## src/hw/rtl/rgbf_pkg.sv

```systemverilog
// Shared types, constants and the color table for the RGB fade-cycle PWM controller.
// Depends on nothing; rgbf_core and the top module import it.
`timescale 1ns / 1ps

package rgbf_pkg;

  localparam int PWM_BITS_DEF    = 8;
  localparam int TABLE_DEPTH_DEF = 7;

  localparam int CFG_IDX_W  = 2;
  localparam int CFG_DATA_W = 16;

  localparam logic [CFG_IDX_W-1:0] CFG_DEBOUNCE = 2'd0;
  localparam logic [CFG_IDX_W-1:0] CFG_FADE     = 2'd1;
  localparam logic [CFG_IDX_W-1:0] CFG_HOLD     = 2'd2;

  localparam logic [7:0]  DEBOUNCE_RST = 8'd50;
  localparam logic [7:0]  FADE_RST     = 8'd23;
  localparam logic [15:0] HOLD_RST     = 16'd1000;

  localparam logic [1:0] MODE_CODE_OFF  = 2'd0;
  localparam logic [1:0] MODE_CODE_FADE = 2'd1;
  localparam logic [1:0] MODE_CODE_DARK = 2'd2;

  typedef enum logic [2:0] {
    MODE_OFF  = 3'b001,
    MODE_FADE = 3'b010,
    MODE_DARK = 3'b100
  } mode_t;

  typedef logic [7:0] level_t;
  typedef level_t [2:0] rgb_t;

  localparam level_t LV_ON  = 8'hFF;
  localparam level_t LV_OFF = 8'h00;

  typedef struct packed {
    logic [7:0]  debounce_ticks;
    logic [7:0]  fade_interval;
    logic [15:0] hold_ticks;
  } cfg_t;

  typedef struct packed {
    logic       red_pin;
    logic       green_pin;
    logic       blue_pin;
    logic       fan_pin;
    logic [1:0] mode_now;
    logic [2:0] colour_index;
  } res_t;

  // Entries are written as {blue, green, red}; entries past the seventh are black.
  function automatic rgb_t colour_lookup(input logic [3:0] idx);
    rgb_t c;
    case (idx)
      4'd0:    c = {LV_OFF, LV_OFF, LV_ON};
      4'd1:    c = {LV_OFF, LV_ON,  LV_ON};
      4'd2:    c = {LV_OFF, LV_ON,  LV_OFF};
      4'd3:    c = {LV_ON,  LV_ON,  LV_OFF};
      4'd4:    c = {LV_ON,  LV_OFF, LV_OFF};
      4'd5:    c = {LV_ON,  LV_OFF, LV_ON};
      4'd6:    c = {LV_ON,  LV_ON,  LV_ON};
      default: c = {LV_OFF, LV_OFF, LV_OFF};
    endcase
    return c;
  endfunction

endpackage

```

## src/hw/rtl/rgbf_in_if.sv

```systemverilog
// Tick channel of the RGB fade-cycle PWM controller: valid, ready and one tick word.
// Depends on nothing.
`timescale 1ns / 1ps

interface rgbf_in_if;
  logic valid;
  logic ready;
  logic cmd;
  logic key_level;

  modport source (output valid, output cmd, output key_level, input ready);
  modport sink (input valid, input cmd, input key_level, output ready);
endinterface

```

## src/hw/rtl/rgbf_out_if.sv

```systemverilog
// Result channel of the RGB fade-cycle PWM controller: valid, ready and one status word.
// Depends on nothing.
`timescale 1ns / 1ps

interface rgbf_out_if;
  logic       valid;
  logic       ready;
  logic       red_pin;
  logic       green_pin;
  logic       blue_pin;
  logic       fan_pin;
  logic [1:0] mode_now;
  logic [2:0] colour_index;

  modport source (output valid, output red_pin, output green_pin, output blue_pin,
                  output fan_pin, output mode_now, output colour_index, input ready);
  modport sink (input valid, input red_pin, input green_pin, input blue_pin,
                input fan_pin, input mode_now, input colour_index, output ready);
endinterface

```

## src/hw/rtl/rgbf_cfg_if.sv

```systemverilog
// Register write channel of the RGB fade-cycle PWM controller: valid, ready, index and data.
// Depends on nothing.
`timescale 1ns / 1ps

interface rgbf_cfg_if;
  logic        valid;
  logic        ready;
  logic [1:0]  index;
  logic [15:0] data;

  modport source (output valid, output index, output data, input ready);
  modport sink (input valid, input index, input data, output ready);
endinterface

```

## src/hw/rtl/rgbf_core.sv

```systemverilog
// State registers and next-state logic of the RGB fade-cycle PWM controller.
// Depends on rgbf_pkg; the result word it returns is the state after the current tick.
`timescale 1ns / 1ps

module rgbf_core import rgbf_pkg::*; #(
  parameter int PWM_BITS    = PWM_BITS_DEF,
  parameter int TABLE_DEPTH = TABLE_DEPTH_DEF
) (
  input  logic clk,
  input  logic rst_n,
  input  logic step_en,
  input  logic cmd,
  input  logic key_level,
  input  cfg_t cfg,
  output res_t res_nxt
);

  localparam int IDX_W = (TABLE_DEPTH > 1) ? $clog2(TABLE_DEPTH) : 1;
  localparam int CMP_W = (PWM_BITS > 8) ? PWM_BITS : 8;
  localparam logic [IDX_W-1:0] IDX_LAST = IDX_W'(TABLE_DEPTH - 1);

  mode_t                mode_r,   mode_nxt;
  logic [7:0]           press_r,  press_nxt;
  rgb_t                 level_r,  level_nxt;
  rgb_t                 target_r, target_nxt;
  logic [IDX_W-1:0]     idx_r,    idx_nxt;
  logic [8:0]           step_r,   step_nxt;
  logic [15:0]          hold_r,   hold_nxt;
  logic [PWM_BITS-1:0]  pwm_r,    pwm_nxt;
  logic [2:0]           pins_r,   pins_nxt;
  logic                 fan_r,    fan_nxt;

  logic [IDX_W-1:0] idx_wrap;
  logic [8:0]       step_inc;
  logic [3:0]       idx_ext;
  logic [1:0]       mode_code;

  assign idx_wrap = (idx_r == IDX_LAST) ? '0 : idx_r + 1'b1;

  always_comb begin
    mode_nxt   = mode_r;
    press_nxt  = press_r;
    level_nxt  = level_r;
    target_nxt = target_r;
    idx_nxt    = idx_r;
    step_nxt   = step_r;
    hold_nxt   = hold_r;
    pwm_nxt    = pwm_r;
    pins_nxt   = pins_r;
    fan_nxt    = fan_r;
    step_inc   = '0;
    if (step_en) begin
      if (cmd) begin
        pwm_nxt = pwm_r + 1'b1;
        for (int c = 0; c < 3; c++) begin
          pins_nxt[c] = ~(CMP_W'(pwm_nxt) < CMP_W'(level_r[c]));
        end
      end else begin
        if (key_level) begin
          press_nxt = '0;
        end else if (press_r < cfg.debounce_ticks) begin
          press_nxt = press_r + 8'd1;
          if (press_nxt == cfg.debounce_ticks) begin
            case (mode_r)
              MODE_OFF: begin
                mode_nxt   = MODE_FADE;
                fan_nxt    = 1'b1;
                target_nxt = colour_lookup(4'(idx_r));
                step_nxt   = {1'b0, cfg.fade_interval};
              end
              MODE_FADE: begin
                mode_nxt  = MODE_DARK;
                level_nxt = '0;
              end
              default: begin
                mode_nxt  = MODE_OFF;
                fan_nxt   = 1'b0;
                level_nxt = '0;
              end
            endcase
          end
        end
        if (mode_nxt == MODE_FADE) begin
          if (hold_r != 16'd0) begin
            hold_nxt = hold_r - 16'd1;
          end else begin
            step_inc = step_nxt + 9'd1;
            if (step_inc <= {1'b0, cfg.fade_interval}) begin
              step_nxt = step_inc;
            end else begin
              step_nxt = '0;
              for (int c = 0; c < 3; c++) begin
                if (level_nxt[c] < target_nxt[c]) begin
                  level_nxt[c] = level_nxt[c] + 8'd1;
                end else if (level_nxt[c] > target_nxt[c]) begin
                  level_nxt[c] = level_nxt[c] - 8'd1;
                end
              end
              if (level_nxt == target_nxt) begin
                idx_nxt    = idx_wrap;
                target_nxt = colour_lookup(4'(idx_wrap));
                hold_nxt   = cfg.hold_ticks;
              end
            end
          end
        end
      end
    end
  end

  always_comb begin
    case (mode_nxt)
      MODE_OFF:  mode_code = MODE_CODE_OFF;
      MODE_FADE: mode_code = MODE_CODE_FADE;
      MODE_DARK: mode_code = MODE_CODE_DARK;
      default:   mode_code = MODE_CODE_OFF;
    endcase
  end

  assign idx_ext = 4'(idx_nxt);

  assign res_nxt.red_pin      = pins_nxt[0];
  assign res_nxt.green_pin    = pins_nxt[1];
  assign res_nxt.blue_pin     = pins_nxt[2];
  assign res_nxt.fan_pin      = fan_nxt;
  assign res_nxt.mode_now     = mode_code;
  assign res_nxt.colour_index = idx_ext[2:0];

  always_ff @(posedge clk) begin
    if (!rst_n) begin
      mode_r   <= MODE_OFF;
      press_r  <= '0;
      level_r  <= '0;
      target_r <= '0;
      idx_r    <= '0;
      step_r   <= '0;
      hold_r   <= '0;
      pwm_r    <= '0;
      pins_r   <= 3'b111;
      fan_r    <= 1'b0;
    end else begin
      mode_r   <= mode_nxt;
      press_r  <= press_nxt;
      level_r  <= level_nxt;
      target_r <= target_nxt;
      idx_r    <= idx_nxt;
      step_r   <= step_nxt;
      hold_r   <= hold_nxt;
      pwm_r    <= pwm_nxt;
      pins_r   <= pins_nxt;
      fan_r    <= fan_nxt;
    end
  end

  a_fan_follows_mode: assert property (@(posedge clk) disable iff (!rst_n)
    (mode_r == MODE_OFF) == !fan_r)
    else $error("Fan state disagrees with the mode.");

  a_levels_dark: assert property (@(posedge clk) disable iff (!rst_n)
    (mode_r != MODE_FADE) |-> (level_r == '0))
    else $error("Levels are not cleared outside fade mode.");

  a_index_range: assert property (@(posedge clk) disable iff (!rst_n)
    idx_r <= IDX_LAST)
    else $error("Colour index ran past the last table entry.");

  a_pwm_advance: assert property (@(posedge clk) disable iff (!rst_n)
    (step_en && cmd) |=> (pwm_r == $past(pwm_r) + 1'b1))
    else $error("PWM counter did not advance on a PWM tick.");

endmodule

```

## src/hw/rtl/rgb_fade_cycle_pwm_controller.sv

```systemverilog
// RGB fade-cycle PWM controller: one tick word in, one status word out, per cycle while not stalled.
// An accepted word is held in the input register, then stepped through the core into the
// result register. Throughput: one word per cycle; the input stalls only while
// both the input register and a waiting result register are full.
// Reset (rst_n low, synchronous) clears state and pipeline, darkens the LEDs and restores
// the register defaults 50, 23 and 1000. Depends on rgbf_pkg, the interfaces and rgbf_core.
`timescale 1ns / 1ps

module rgb_fade_cycle_pwm_controller import rgbf_pkg::*; #(
  parameter int PWM_BITS    = PWM_BITS_DEF,
  parameter int TABLE_DEPTH = TABLE_DEPTH_DEF
) (
  input logic        clk,
  input logic        rst_n,
  rgbf_in_if.sink    in_ch,
  rgbf_out_if.source out_ch,
  rgbf_cfg_if.sink   cfg_ch
);

  cfg_t cfg_r;
  logic s1_vld_r;
  logic s1_cmd_r;
  logic s1_key_r;
  logic out_vld_r;
  res_t out_res_r;
  res_t res_nxt;
  logic out_free;
  logic step_en;
  logic in_acc;

  assign out_free     = !out_vld_r || out_ch.ready;
  assign step_en      = s1_vld_r && out_free;
  assign in_ch.ready  = !s1_vld_r || out_free;
  assign in_acc       = in_ch.valid && in_ch.ready;
  assign cfg_ch.ready = 1'b1;

  always_ff @(posedge clk) begin
    if (!rst_n) begin
      cfg_r.debounce_ticks <= DEBOUNCE_RST;
      cfg_r.fade_interval  <= FADE_RST;
      cfg_r.hold_ticks     <= HOLD_RST;
    end else if (cfg_ch.valid) begin
      case (cfg_ch.index)
        CFG_DEBOUNCE: cfg_r.debounce_ticks <= cfg_ch.data[7:0];
        CFG_FADE:     cfg_r.fade_interval  <= cfg_ch.data[7:0];
        CFG_HOLD:     cfg_r.hold_ticks     <= cfg_ch.data;
        default: ;
      endcase
    end
  end

  always_ff @(posedge clk) begin
    if (!rst_n) begin
      s1_vld_r  <= 1'b0;
      out_vld_r <= 1'b0;
    end else begin
      if (in_acc) begin
        s1_vld_r <= 1'b1;
      end else if (step_en) begin
        s1_vld_r <= 1'b0;
      end
      if (step_en) begin
        out_vld_r <= 1'b1;
      end else if (out_ch.ready) begin
        out_vld_r <= 1'b0;
      end
    end
  end

  always_ff @(posedge clk) begin
    if (in_acc) begin
      s1_cmd_r <= in_ch.cmd;
      s1_key_r <= in_ch.key_level;
    end
    if (step_en) begin
      out_res_r <= res_nxt;
    end
  end

  rgbf_core #(
    .PWM_BITS    (PWM_BITS),
    .TABLE_DEPTH (TABLE_DEPTH)
  ) u_core (
    .clk       (clk),
    .rst_n     (rst_n),
    .step_en   (step_en),
    .cmd       (s1_cmd_r),
    .key_level (s1_key_r),
    .cfg       (cfg_r),
    .res_nxt   (res_nxt)
  );

  assign out_ch.valid        = out_vld_r;
  assign out_ch.red_pin      = out_res_r.red_pin;
  assign out_ch.green_pin    = out_res_r.green_pin;
  assign out_ch.blue_pin     = out_res_r.blue_pin;
  assign out_ch.fan_pin      = out_res_r.fan_pin;
  assign out_ch.mode_now     = out_res_r.mode_now;
  assign out_ch.colour_index = out_res_r.colour_index;

endmodule
```

## src/flat_wrapper.sv

```systemverilog
// flat-port wrapper written by rule: the top's interface ports become plain ports
module rgb_fade_cycle_pwm_controller_flat import rgbf_pkg::*;
#(
  parameter int PWM_BITS    = PWM_BITS_DEF,
  parameter int TABLE_DEPTH = TABLE_DEPTH_DEF
)
  (clk, rst_n, in_ch_valid, in_ch_cmd, in_ch_key_level, in_ch_ready, out_ch_valid, out_ch_red_pin, out_ch_green_pin, out_ch_blue_pin, out_ch_fan_pin, out_ch_mode_now, out_ch_colour_index, out_ch_ready, cfg_ch_valid, cfg_ch_index, cfg_ch_data, cfg_ch_ready);
  rgbf_in_if in_ch_i ();
  rgbf_out_if out_ch_i ();
  rgbf_cfg_if cfg_ch_i ();
  input logic clk;
  input logic rst_n;
  input wire logic [$bits(in_ch_i.valid)-1:0] in_ch_valid;
  input wire logic [$bits(in_ch_i.cmd)-1:0] in_ch_cmd;
  input wire logic [$bits(in_ch_i.key_level)-1:0] in_ch_key_level;
  output wire logic [$bits(in_ch_i.ready)-1:0] in_ch_ready;
  output wire logic [$bits(out_ch_i.valid)-1:0] out_ch_valid;
  output wire logic [$bits(out_ch_i.red_pin)-1:0] out_ch_red_pin;
  output wire logic [$bits(out_ch_i.green_pin)-1:0] out_ch_green_pin;
  output wire logic [$bits(out_ch_i.blue_pin)-1:0] out_ch_blue_pin;
  output wire logic [$bits(out_ch_i.fan_pin)-1:0] out_ch_fan_pin;
  output wire logic [$bits(out_ch_i.mode_now)-1:0] out_ch_mode_now;
  output wire logic [$bits(out_ch_i.colour_index)-1:0] out_ch_colour_index;
  input wire logic [$bits(out_ch_i.ready)-1:0] out_ch_ready;
  input wire logic [$bits(cfg_ch_i.valid)-1:0] cfg_ch_valid;
  input wire logic [$bits(cfg_ch_i.index)-1:0] cfg_ch_index;
  input wire logic [$bits(cfg_ch_i.data)-1:0] cfg_ch_data;
  output wire logic [$bits(cfg_ch_i.ready)-1:0] cfg_ch_ready;
  assign in_ch_i.valid = in_ch_valid;
  assign in_ch_i.cmd = in_ch_cmd;
  assign in_ch_i.key_level = in_ch_key_level;
  assign in_ch_ready = in_ch_i.ready;
  assign out_ch_valid = out_ch_i.valid;
  assign out_ch_red_pin = out_ch_i.red_pin;
  assign out_ch_green_pin = out_ch_i.green_pin;
  assign out_ch_blue_pin = out_ch_i.blue_pin;
  assign out_ch_fan_pin = out_ch_i.fan_pin;
  assign out_ch_mode_now = out_ch_i.mode_now;
  assign out_ch_colour_index = out_ch_i.colour_index;
  assign out_ch_i.ready = out_ch_ready;
  assign cfg_ch_i.valid = cfg_ch_valid;
  assign cfg_ch_i.index = cfg_ch_index;
  assign cfg_ch_i.data = cfg_ch_data;
  assign cfg_ch_ready = cfg_ch_i.ready;
  rgb_fade_cycle_pwm_controller #(.PWM_BITS(PWM_BITS), .TABLE_DEPTH(TABLE_DEPTH)) u_core (.clk(clk), .rst_n(rst_n), .in_ch(in_ch_i), .out_ch(out_ch_i), .cfg_ch(cfg_ch_i));
endmodule
```

## config.mk

```make
export PLATFORM = sky130hd
export DESIGN_NAME = rgb_fade_cycle_pwm_controller_flat
export DESIGN_NICKNAME = d
export VERILOG_FILES = /design/src/hw/rtl/rgbf_pkg.sv /design/src/hw/rtl/rgbf_in_if.sv /design/src/hw/rtl/rgbf_out_if.sv /design/src/hw/rtl/rgbf_cfg_if.sv /design/src/hw/rtl/rgbf_core.sv /design/src/hw/rtl/rgb_fade_cycle_pwm_controller.sv /design/src/flat_wrapper.sv
export SDC_FILE = /design/constraint.sdc
export NUM_CORES = 1
export LEC_CHECK = 0
export ABC_AREA = 1
export BUFFER_PORTS_ARGS = -buffer_cell sky130_fd_sc_hd__buf_2
export CAP_MARGIN = 15
export CORE_MARGIN = 4
export CORE_UTILIZATION = 40
export CTS_CLUSTER_DIAMETER = 200
export DETAILED_ROUTE_END_ITERATION = 6
export HOLD_SLACK_MARGIN = 0.1
export PLACE_DENSITY_LB_ADDON = 0.2
export RECOVER_POWER = 25
export SYNTH_ARGS = -nofsm -noshare
export SYNTH_HDL_FRONTEND = slang
export SYNTH_SLANG_ARGS = --single-unit
```

## constraint.sdc

```tcl
create_clock -name clk -period 7 [get_ports clk]
set_clock_uncertainty 0.05 [all_clocks]
set_input_delay 0.35 -clock clk [delete_from_list [all_inputs] [get_ports clk]]
set_output_delay 0.35 -clock clk [all_outputs]
set_load 0.02 [all_outputs]
```

-- Yosys cells after proc, flatten, opt, wreduce, memory -nomap -nowiden
Cells that the tools add are included.
- logic and storage cells: 180
- register bits: 144
- bits of input ports: 25
- output and inout port bits: 12
- magnitude comparators: 11
- muxes and demuxes: 84
- bitwise operators: 4
- eq/ne operators: 22
- reductions and logical operators: 21
- $add $sub $neg: 11
- operators by type and width (operator ; number):
    $mux 24 ; 19
    $pmux 24 s7 ; 2
    $mux 8 ; 23
    $mux 9 ; 9
    $lt 8x8->1 ; 7
    $mux 16 ; 3
    $mux 3 ; 16
    $add 8x1->8 const B ; 5
    $eq 24x24->1 ; 1
    $gt 8x8->1 ; 3
    $sub 8x1->8 const B ; 3
    $eq 3x2->1 const B ; 7
    $eq 3x3->1 const B ; 7
    $reduce_bool 16->1 ; 1
    $sub 16x1->16 const B ; 1
    $reduce_and 2->1 ; 5
    $add 9x1->9 const B ; 1
    $eq 3x1->1 const B ; 3
    $le 9x8->1 ; 1
    $mux 1 ; 9
    $eq 8x8->1 ; 1
    $reduce_bool 2->1 ; 4
    $logic_not 3->1 ; 2
    $pmux 3 s2 ; 1
    13 further kinds ; 19

-- Logic depth before layout (Yosys ltp)
Gate-level depths: netlist (run 1).
- depth in word-level cells: 23
- depth in mapped cells: 43

-- By module
A second synthesis (run 1) with hierarchy kept.
- cell total of the unflattened synthesis: 1619
- area total of the unflattened synthesis: 10361.2 µm²
- by module, submodules not included (module ; cells an instance ; area an instance (µm²) ; times used):
    rgbf_core ; 1408 ; 8613.3 ; 1
    rgb_fade_cycle_pwm_controller ; 211 ; 1747.9 ; 1

-- Worst setup path before layout (run 1)
OpenSTA, ideal clock, no wires.
- path kind: register -> register
- from: register u_core.u_core.press_r[0]
- to: register u_core.out_res_r, in the netlist u_core.out_ch.colour_index[0], data pin
- data required time: 6.694 ns
- stages on the path, launching flop included: 37
- clock period less this slack: 5.250 ns
- arrival time: 4.944 ns
- buffers on the path: 2
- slack: 1.750 ns
- path through: dfxtp_1 > inv_1 > ha_1 > inv_1 > nand2_1 > nor2_1 > nand3_1 > nor2_1 > nand3_2 > nor2_4 > nand4_4 > buf_2 > buf_2 > o21ai_0 > ha_1 > nand2_1 > nor2_1 > xnor2_1 > inv_1 > ha_1 > nand4_1 > o221a_2 > o21ai_0 > a21oi_1 > o21bai_1 > nand3_2 > nand2_1 > inv_1 > nand4_1 > nor2_2 > nand3_2 > nor2_8 > nand2_8 > nor2_2 > inv_2 > o21ai_1 > inv_1
- RTL lines (what ; RTL line ; text):
    start: declaration ; rgbf_core.sv:23 ; logic [7:0] press_r, press_nxt;
    start signal: assignment ; rgbf_core.sv:143 ; press_r <= press_nxt;
    end signal: assignment ; rgb_fade_cycle_pwm_controller.sv:76 ; out_res_r <= res_nxt;
    end: declaration ; rgb_fade_cycle_pwm_controller.sv:25 ; res_t out_res_r;

-- Worst setup path in the final report (run 1)
- from: register u_core.u_core.press_r[0]
- to: register u_core.u_core.target_r[3] (netlist bit)
- word-level cells in the longest chain between the ends: 20
- ends and longest elaborated chain (what ; RTL line ; text):
    $add 8x1->8 ; rgbf_core.sv:62 ; press_nxt = press_r + 8'd1;
    $eq 8x8->1 ; rgbf_core.sv:63 ; if (press_nxt == cfg.debounce_ticks) begin
    $mux 24 ; rgbf_core.sv:63 ;
    $mux 24 ; rgbf_core.sv:61 ; end else if (press_r < cfg.debounce_ticks) begin
    $mux 24 ; rgbf_core.sv:59 ; if (key_level) begin
    $mux 24 ; rgbf_core.sv:53 ; if (cmd) begin
    $mux 24 ; rgbf_core.sv:52 ; if (step_en) begin
    $sub 8x1->8 or $gt 8x8->1 (tied branches) ; rgbf_core.sv:96, rgbf_core.sv:95 ;
    (+4 left out) ; n/a ;
    $mux 8 ; rgbf_core.sv:83 ; if (mode_nxt == MODE_FADE) begin
    $mux 8 ; rgbf_core.sv:53 ;
    $mux 8 ; rgbf_core.sv:52 ;
    $eq 24x24->1 ; rgbf_core.sv:99 ; if (level_nxt == target_nxt) begin
    $mux 24 ; rgbf_core.sv:99 ;
    $mux 24 ; rgbf_core.sv:88 ; if (step_inc <= {1'b0, cfg.fade_interval}) begin
    $mux 24 ; rgbf_core.sv:84 ; if (hold_r != 16'd0) begin
    $mux 24 * ; rgbf_core.sv:83 ;
    end signal: assignment ; rgbf_core.sv:145 ; target_r <= target_nxt;
    end: declaration ; rgbf_core.sv:25 ; rgb_t target_r, target_nxt;
Every way passes the cells marked *; elsewhere a longest branch is shown, timed or not. The select of a mux whose other input is x is not followed.
A chain may end at the register's enable or synchronous reset.

==> flow_summary.ini, run 1 <==
[power_and_ir_drop]
power_mw = 2.25
p_per_area_nw_per_um2 = 196
combPwrFrac_pct = 18.6
switching_share_pct = 32.3
p_leak_nw = 5.49
seq_power_share_pct = 38.7
pwr-share-clk_pct = 42.7
ir_drop_mv = 0.156
power.switching_uw = 727
internal_power_mw = 1.52

[cts]
clock-sinks = 144
root_buffer = clkbuf_16
clock_latency_ns = 0.44
cts_tree = done
cts_buffer_depth = 2
htreeDepth = 4
cts.clk_slew.worst_paths_ns = 0.07
cts_made_buffers = 17
postCtsSetupRepairBufs = 0

[worst_setup_path]
crit_type = reg -> reg
critPathMaxFanout = 31
required_ns = 7.23
slowest_delay_ns = 0.49
slowest_stage = nand4_4
crit_arrival_ns = 6.35
crit_top_cell = nand2_1
r2r-start = u_core.u_core.press_r[0]
cp-start-kind = register
worstSetupEndpointType = register
rrSetupSlack_ns = 0.88
ff2ff_path_depth = 35
r2r_end = u_core.u_core.target_r[3]

[placed_design]
gp_congestion = 0.874
portBuffers = 35
post-place-cells = 1917
post-place-ws_ns = 0.944
dpl_cell_area_um2 = 10800
dp.final_hpwl_um = 20700

[layout]
syn_to_final_growth_pct = 10.8
drive_gt1_share_pct = 9.45
finish.utilization_pct = 45.3
postLayoutCellArea_um2 = 11500
diodes = 0
fin_cells = 1959
nets = 1710

[min_path]
hold_end = u_core.cfg_r[16]
hold_depth = 3
hp-start = cfg_ch_data[0]
holdCritPathClass = in -> reg

[yosys]
synth.avg_cell_area_um2 = 6.52
ys_seq_area_share_pct = 28.9
syn_inst = 1590
yosysWarnings = 0
synthesis.nets = 1684
synth.distinct_cells = 57
ys_seq_elements = 144
syn_area_um2 = 10400

[floorplan]
initial_core_util_pct = 40.9
die_w_um = 169
core_um2 = 25300
rows = 58
die_area_um2 = 28500
num_io_pins = 37
die_h_um = 169

[sta]
worst_slew_pin_slew_ns = 2.96
finalCritPeriodShare_pct = 87.5
relSlewSlack_pct = -97.6
timing.fmax_mhz = 163
maxSlewViolCount = 64
fin_crit_ns = 6.12
setup_viol = 0
final_hold_viol_count = 0
rsz0062_at_grt = no
tns_ns = 0
setup_slack_ns = 0.876
holdWs_ns = 0.126

[run]
max-cap-violations = 1

[global_route]
antenna_found_initial = 0
grt_usage_pct = 20.3
grt-ovfl-total = 0
grt_pass1_wl_um = 47500
grt_pass1_vias = 9448
grt_max_degree = 64

[detailed_routing]
vias = 10200
dr.pass1.iters = 5
dr.first_iter.drc_count = 706
via_per_inst = 5.21
finalWirelength_um = 28700
ant_nets = 0
remaining_drc_errors = 0
post_drt_wl_per_cell_um = 14.6

[outcome]
violations = max-capacitance violations, max-slew violations
status = finished, violations left
## cell usage after synthesis (all sizes together)
master,count,share of area [%]
nand4,24,1.8
buf,20,1.4
a2bb2oi,2,0.17
xnor2,8,0.68
a211oi,5,0.36
clkbuf,27,0.98
o22ai,3,0.18
nor2,126,5.2
clkinv,3,0.11
dlygate4sd1,1,0.085
o21bai,3,0.22
conb,1,0.036
nor3,16,0.82
nor4,1,0.060
nand3,155,8.5
o21ai,102,5.1
nor3b,1,0.072
o21a,4,0.29
ha,69,8.3
o221a,1,0.11
nand2,466,18
a21oi,135,6.6
mux2i,1,0.097
o211ai,13,0.94
o31ai,3,0.22
xor2,13,1.2
a21o,2,0.14
a221oi,5,0.42
nand3b,5,0.36
inv,208,7.5
o221ai,3,0.25
dfxtp,133,26
a21boi,2,0.18
edfxtp,11,3.2
or2,6,0.36
a31oi,12,0.72
## cell usage in the layout (no fill, tap or decap), drive strengths merged, types with 20 or more instances in the layout
cell | Yosys | layout
inv | 208 | 219
dfxtp | 133 | 133
nand2 | 466 | 466
a21oi | 135 | 135
nand4 | 24 | 24
ha | 69 | 69
o21ai | 102 | 102
nand3 | 155 | 155
buf | 20 | 43
nor2 | 126 | 126
clkbuf | 27 | 20
## worst max-delay path: cells and delay by family, from the launching register on
kind	cells	cell delay [ns]
flip-flops	1	0.41
buffers and inverters	5	0.61
AO/OA/AOI/OAI	4	0.61
AND/OR/NAND/NOR	24	3.61
adder cells (fa/ha/maj)	2	0.62
## what timing repair did
action                                  in CTS  in global routing
endpoints found under the setup margin       0                  1
resized for setup                            0                  1
hold buffers                                10                  0
hold endpoints to repair                    10                  0
## sequential cells by signal, summed over array words and instances, names as in the netlist, 2 cells and up
signal and cells:
u_core.u_core.target_r 24, u_core.u_core.press_r 8, u_core.u_core.pwm_r 8, u_core.cfg_r 32, u_core.u_core.step_r 9, u_core.u_core.idx_r 3, u_core.u_core.pins_r 3, u_core.out_ch.mode_now 2
u_core.u_core.hold_r 16, u_core.u_core.level_r 24, u_core.out_ch.colour_index 3, u_core.u_core.mode_r 3
## cell type report
| cell class | count | area (um2) |
|---|---|---|
| fillers | 2654 | 13800 |
| multi-input cells | 1187 | 6330 |
| flip-flops and latches | 144 | 2990 |
| inverters | 211 | 793 |
| clock buffers | 18 | 450 |
| well taps | 330 | 413 |
| repair buffers | 55 | 345 |
| clock inverters | 14 | 155 |
## power by group through the flow
stage | clock network [mW] | registers [mW] | logic (mW)
2_1_floorplan | 0 | 0.886 | 0.311
3_3_place_gp | 0 | 0.889 | 0.408
3_5_place_dp | 0 | 0.889 | 0.410
4_1_cts | 0.980 | 0.870 | 0.417
5_1_grt | 1.02 | 0.873 | 0.478
6_report | 0.960 | 0.870 | 0.418
## kinds of logic after synthesis
kind of cell	Yosys count	share of synthesized area, %
compound gates	295	15.9
xor+xnor	21	1.85
other cells	1	0.0362
flops	144	28.9
simple gates	800	34.8
fa+ha+maj	69	8.33
buf+inv	259	10.1
mux	1	0.0966
## worst max path at each step
stage	start	endpoint	slack, ns	cells after the start
floorplan	u_core.u_core.press_r[0]	u_core.out_ch.colour_index[0]	1.75	36
global placement	u_core.u_core.press_r[0]	u_core.out_ch.colour_index[0]	1.03	35
detailed placement	u_core.u_core.press_r[0]	u_core.out_ch.colour_index[0]	0.94	37
CTS	u_core.u_core.press_r[0]	u_core.out_ch.colour_index[0]	0.91	37
global route	u_core.u_core.press_r[0]	u_core.u_core.target_r[0]	0.06	37
finish	u_core.u_core.press_r[0]	u_core.u_core.target_r[3]	0.88	35
## metal layers
layer  track usage, %  share of wire, %
met5                0                 0
met4             6.60               2.2
met3             2.55               4.7
met2             32.5                45
met1             28.4                49
Note: power is estimated with default switching activity, not from simulation.
==> run 2: changes to the inputs <==
--- a/config.mk
+++ b/config.mk
@@ -12,9 +12,9 @@
 export CORE_UTILIZATION = 40
 export CTS_CLUSTER_DIAMETER = 200
 export DETAILED_ROUTE_END_ITERATION = 6
+export GPL_ROUTABILITY_DRIVEN = 0
 export HOLD_SLACK_MARGIN = 0.1
 export PLACE_DENSITY_LB_ADDON = 0.2
-export RECOVER_POWER = 25
 export SYNTH_ARGS = -nofsm -noshare
 export SYNTH_HDL_FRONTEND = slang
 export SYNTH_SLANG_ARGS = --single-unit
==> constraint.sdc (replaced) <==
create_clock -name clk -period 6.22 [get_ports clk]
set_clock_uncertainty 0.05 [all_clocks]
set_input_delay 0.311 -clock clk [delete_from_list [all_inputs] [get_ports clk]]
set_output_delay 0.311 -clock clk [all_outputs]
set_load 0.02 [all_outputs]
==> flow_summary.ini, run 2 (synthesized netlist as in run 1, its figures left out) <==
[layout]
nets = 1725
drive_gt1_share_pct = 10.6
postLayoutCellArea_um2 = 11600
fin_cells = 1974
layout_common_cells = nand2_1, inv_1, nand3_1
final_common_cell = nand2_1
syn_to_final_growth_pct = 12.1
diodes = 0
reg.largest.list = u_core.cfg_r: 32 flops, u_core.u_core.level_r: 24 flops, u_core.u_core.target_r: 24 flops
largest_reg_flops = 32
nFillCells = 2597
regMostFlops = u_core.cfg_r

[floorplan]
rows = 58
core_um2 = 25300
num_io_pins = 37
die_area_um2 = 28500
die_w_um = 169
initial_core_util_pct = 40.9
die_h_um = 169

[cts]
cts_buffer_depth = 2
cts.clk_slew.worst_paths_ns = 0.07
cts_made_buffers = 17
clock-sinks = 144
cts_tree = done
clock_latency_ns = 0.44
root_buffer = clkbuf_16
htreeDepth = 4

[worst_setup_path]
slowest_stage = dfxtp_1
required_ns = 6.34
cp-start-kind = register
crit_arrival_ns = 5.84
critPathBufInv = 5
critPathMaxFanout = 15
worstSetupEndpointType = register
crit_top_cell = nand2_1
slowest_delay_ns = 0.42
cp-startpoint = u_core.u_core.press_r[0]
crit_type = reg -> reg
r2r-start = u_core.u_core.press_r[0]
path_delay_family = simple AND/OR/NAND/NOR gates

[placed_design]
dpl_cell_area_um2 = 10800
dp.final_hpwl_um = 20500
post-place-cells = 1921
portBuffers = 35

[sta]
setup_viol = 0
fin_crit_ns = 5.71
holdWs_ns = 0.107
finalCritPeriodShare_pct = 91.8
final_hold_viol_count = 0
worst_slew_pin_slew_ns = 0.889
maxSlewViolCount = 0
timing.fmax_mhz = 175
relSlewSlack_pct = 40.7

[global_route]
antenna_found_initial = 0
grt_pass1_wl_um = 46800
grt_max_degree = 67
grt_usage_pct = 19.8
grt_pass1_vias = 9174
grt-ovfl-total = 0

[power_and_ir_drop]
power_mw = 2.47
ir_drop_mv = 0.128
p_per_area_nw_per_um2 = 212
p_leak_nw = 5.54

[detailed_routing]
dr.first_iter.drc_count = 929
ant_nets = 0
dr.pass1.iters = 7
finalWirelength_um = 28600
post_drt_wl_per_cell_um = 14.5
remaining_drc_errors = 0
via_per_inst = 5.17
vias = 10200

[outcome]
status = completed

[min_path]
holdCritPathClass = in -> reg
hp-start = cfg_ch_data[1]

[run]
max-cap-violations = 0
run 2: changes by cell type in the layout (fill, tap and decap cells not counted), moves of 2 or more:
| cell | previous run | this run |
|---|---|---|
| buf_4 | 9 | 19 |
| clkinv_4 | 0 | 2 |
| clkinv_8 | 0 | 2 |
| dlygate4sd3_1 | 10 | 16 |
| inv_1 | 193 | 191 |
| inv_2 | 14 | 17 |
| inv_8 | 6 | 3 |
| nand3_1 | 136 | 134 |
| nand3_2 | 18 | 20 |
| nor2_1 | 115 | 112 |
| nor2_2 | 5 | 7 |
run 2: stage by stage:
stage | TNS [ns] | worst slack, ns | util, %
floorplan | 0 | 0.970 | -
finish | 0 | 0.507 | 45.9
CTS | 0 | 0.262 | 45.6
global placement | 0 | 0.394 | 42.7
global route | -0.0194 | -0.0194 | 45.9
detailed placement | 0 | 0.274 | 42.7
run 2: layout make-up:
cell class                      instances  area, um2  share of cell area [%]
Timing Repair Buffer                   70        478                    4.12
Multi-Input combinational cell       1187       6360                    54.8
Clock inverter                         14        144                    1.24
Inverter                              211        792                    6.82
Tap cell                              330        413                    3.56
Clock buffer                           18        429                    3.70
Sequential cell                       144       2990                    25.8
run 2: worst paths after layout:
| check | slack, ns | cells after the start | endpoint |
|---|---|---|---|
| max | 0.51 | 36 | u_core.out_ch.colour_index[0] |
| min | 0.11 | 3 | u_core.cfg_r[17] |
| max reg2reg | 0.51 | 36 | u_core.out_ch.colour_index[0] |
| min reg2reg | 0.42 | 2 | u_core.u_core.target_r[17] |
run 2: what timing repair did:
item                       4_1_cts  5_1_grt
gates resized for setup          0       12
setup endpoints to repair        0       46
setup buffers                    0        5
hold endpoints to repair        16        0
hold buffers                    16        0
run 2: layer usage:
metal / vias to the layer above / wire, um / global-route usage [%] / share of wire [%]
met4: 0 / 393 / 5.29 / 1.4
met3: 26 / 1360 / 2.69 / 4.7
met5: - / 0 / 0 / 0
li1: 5318 / - / - / -
met2: 272 / 12500 / 30.4 / 44
met1: 4599 / 14400 / 29.2 / 50
run 2: where the power goes:
group	internal [mW]	switching [mW]	total [mW]	leakage, nW
registers	0.961	0.0185	0.979	1.18
clock network	0.535	0.483	1.02	0.278
logic	0.157	0.314	0.471	4.08
total	1.65	0.815	2.47	5.54
run 2: worst reg2reg max path: cells and delay by family (launching register included):
kind            cells  cell delay [ns]
simple gates       25             2.98
compound gates      4             0.77
buf+inv             5             0.69
fa+ha+maj           2             0.59
flops               1             0.42
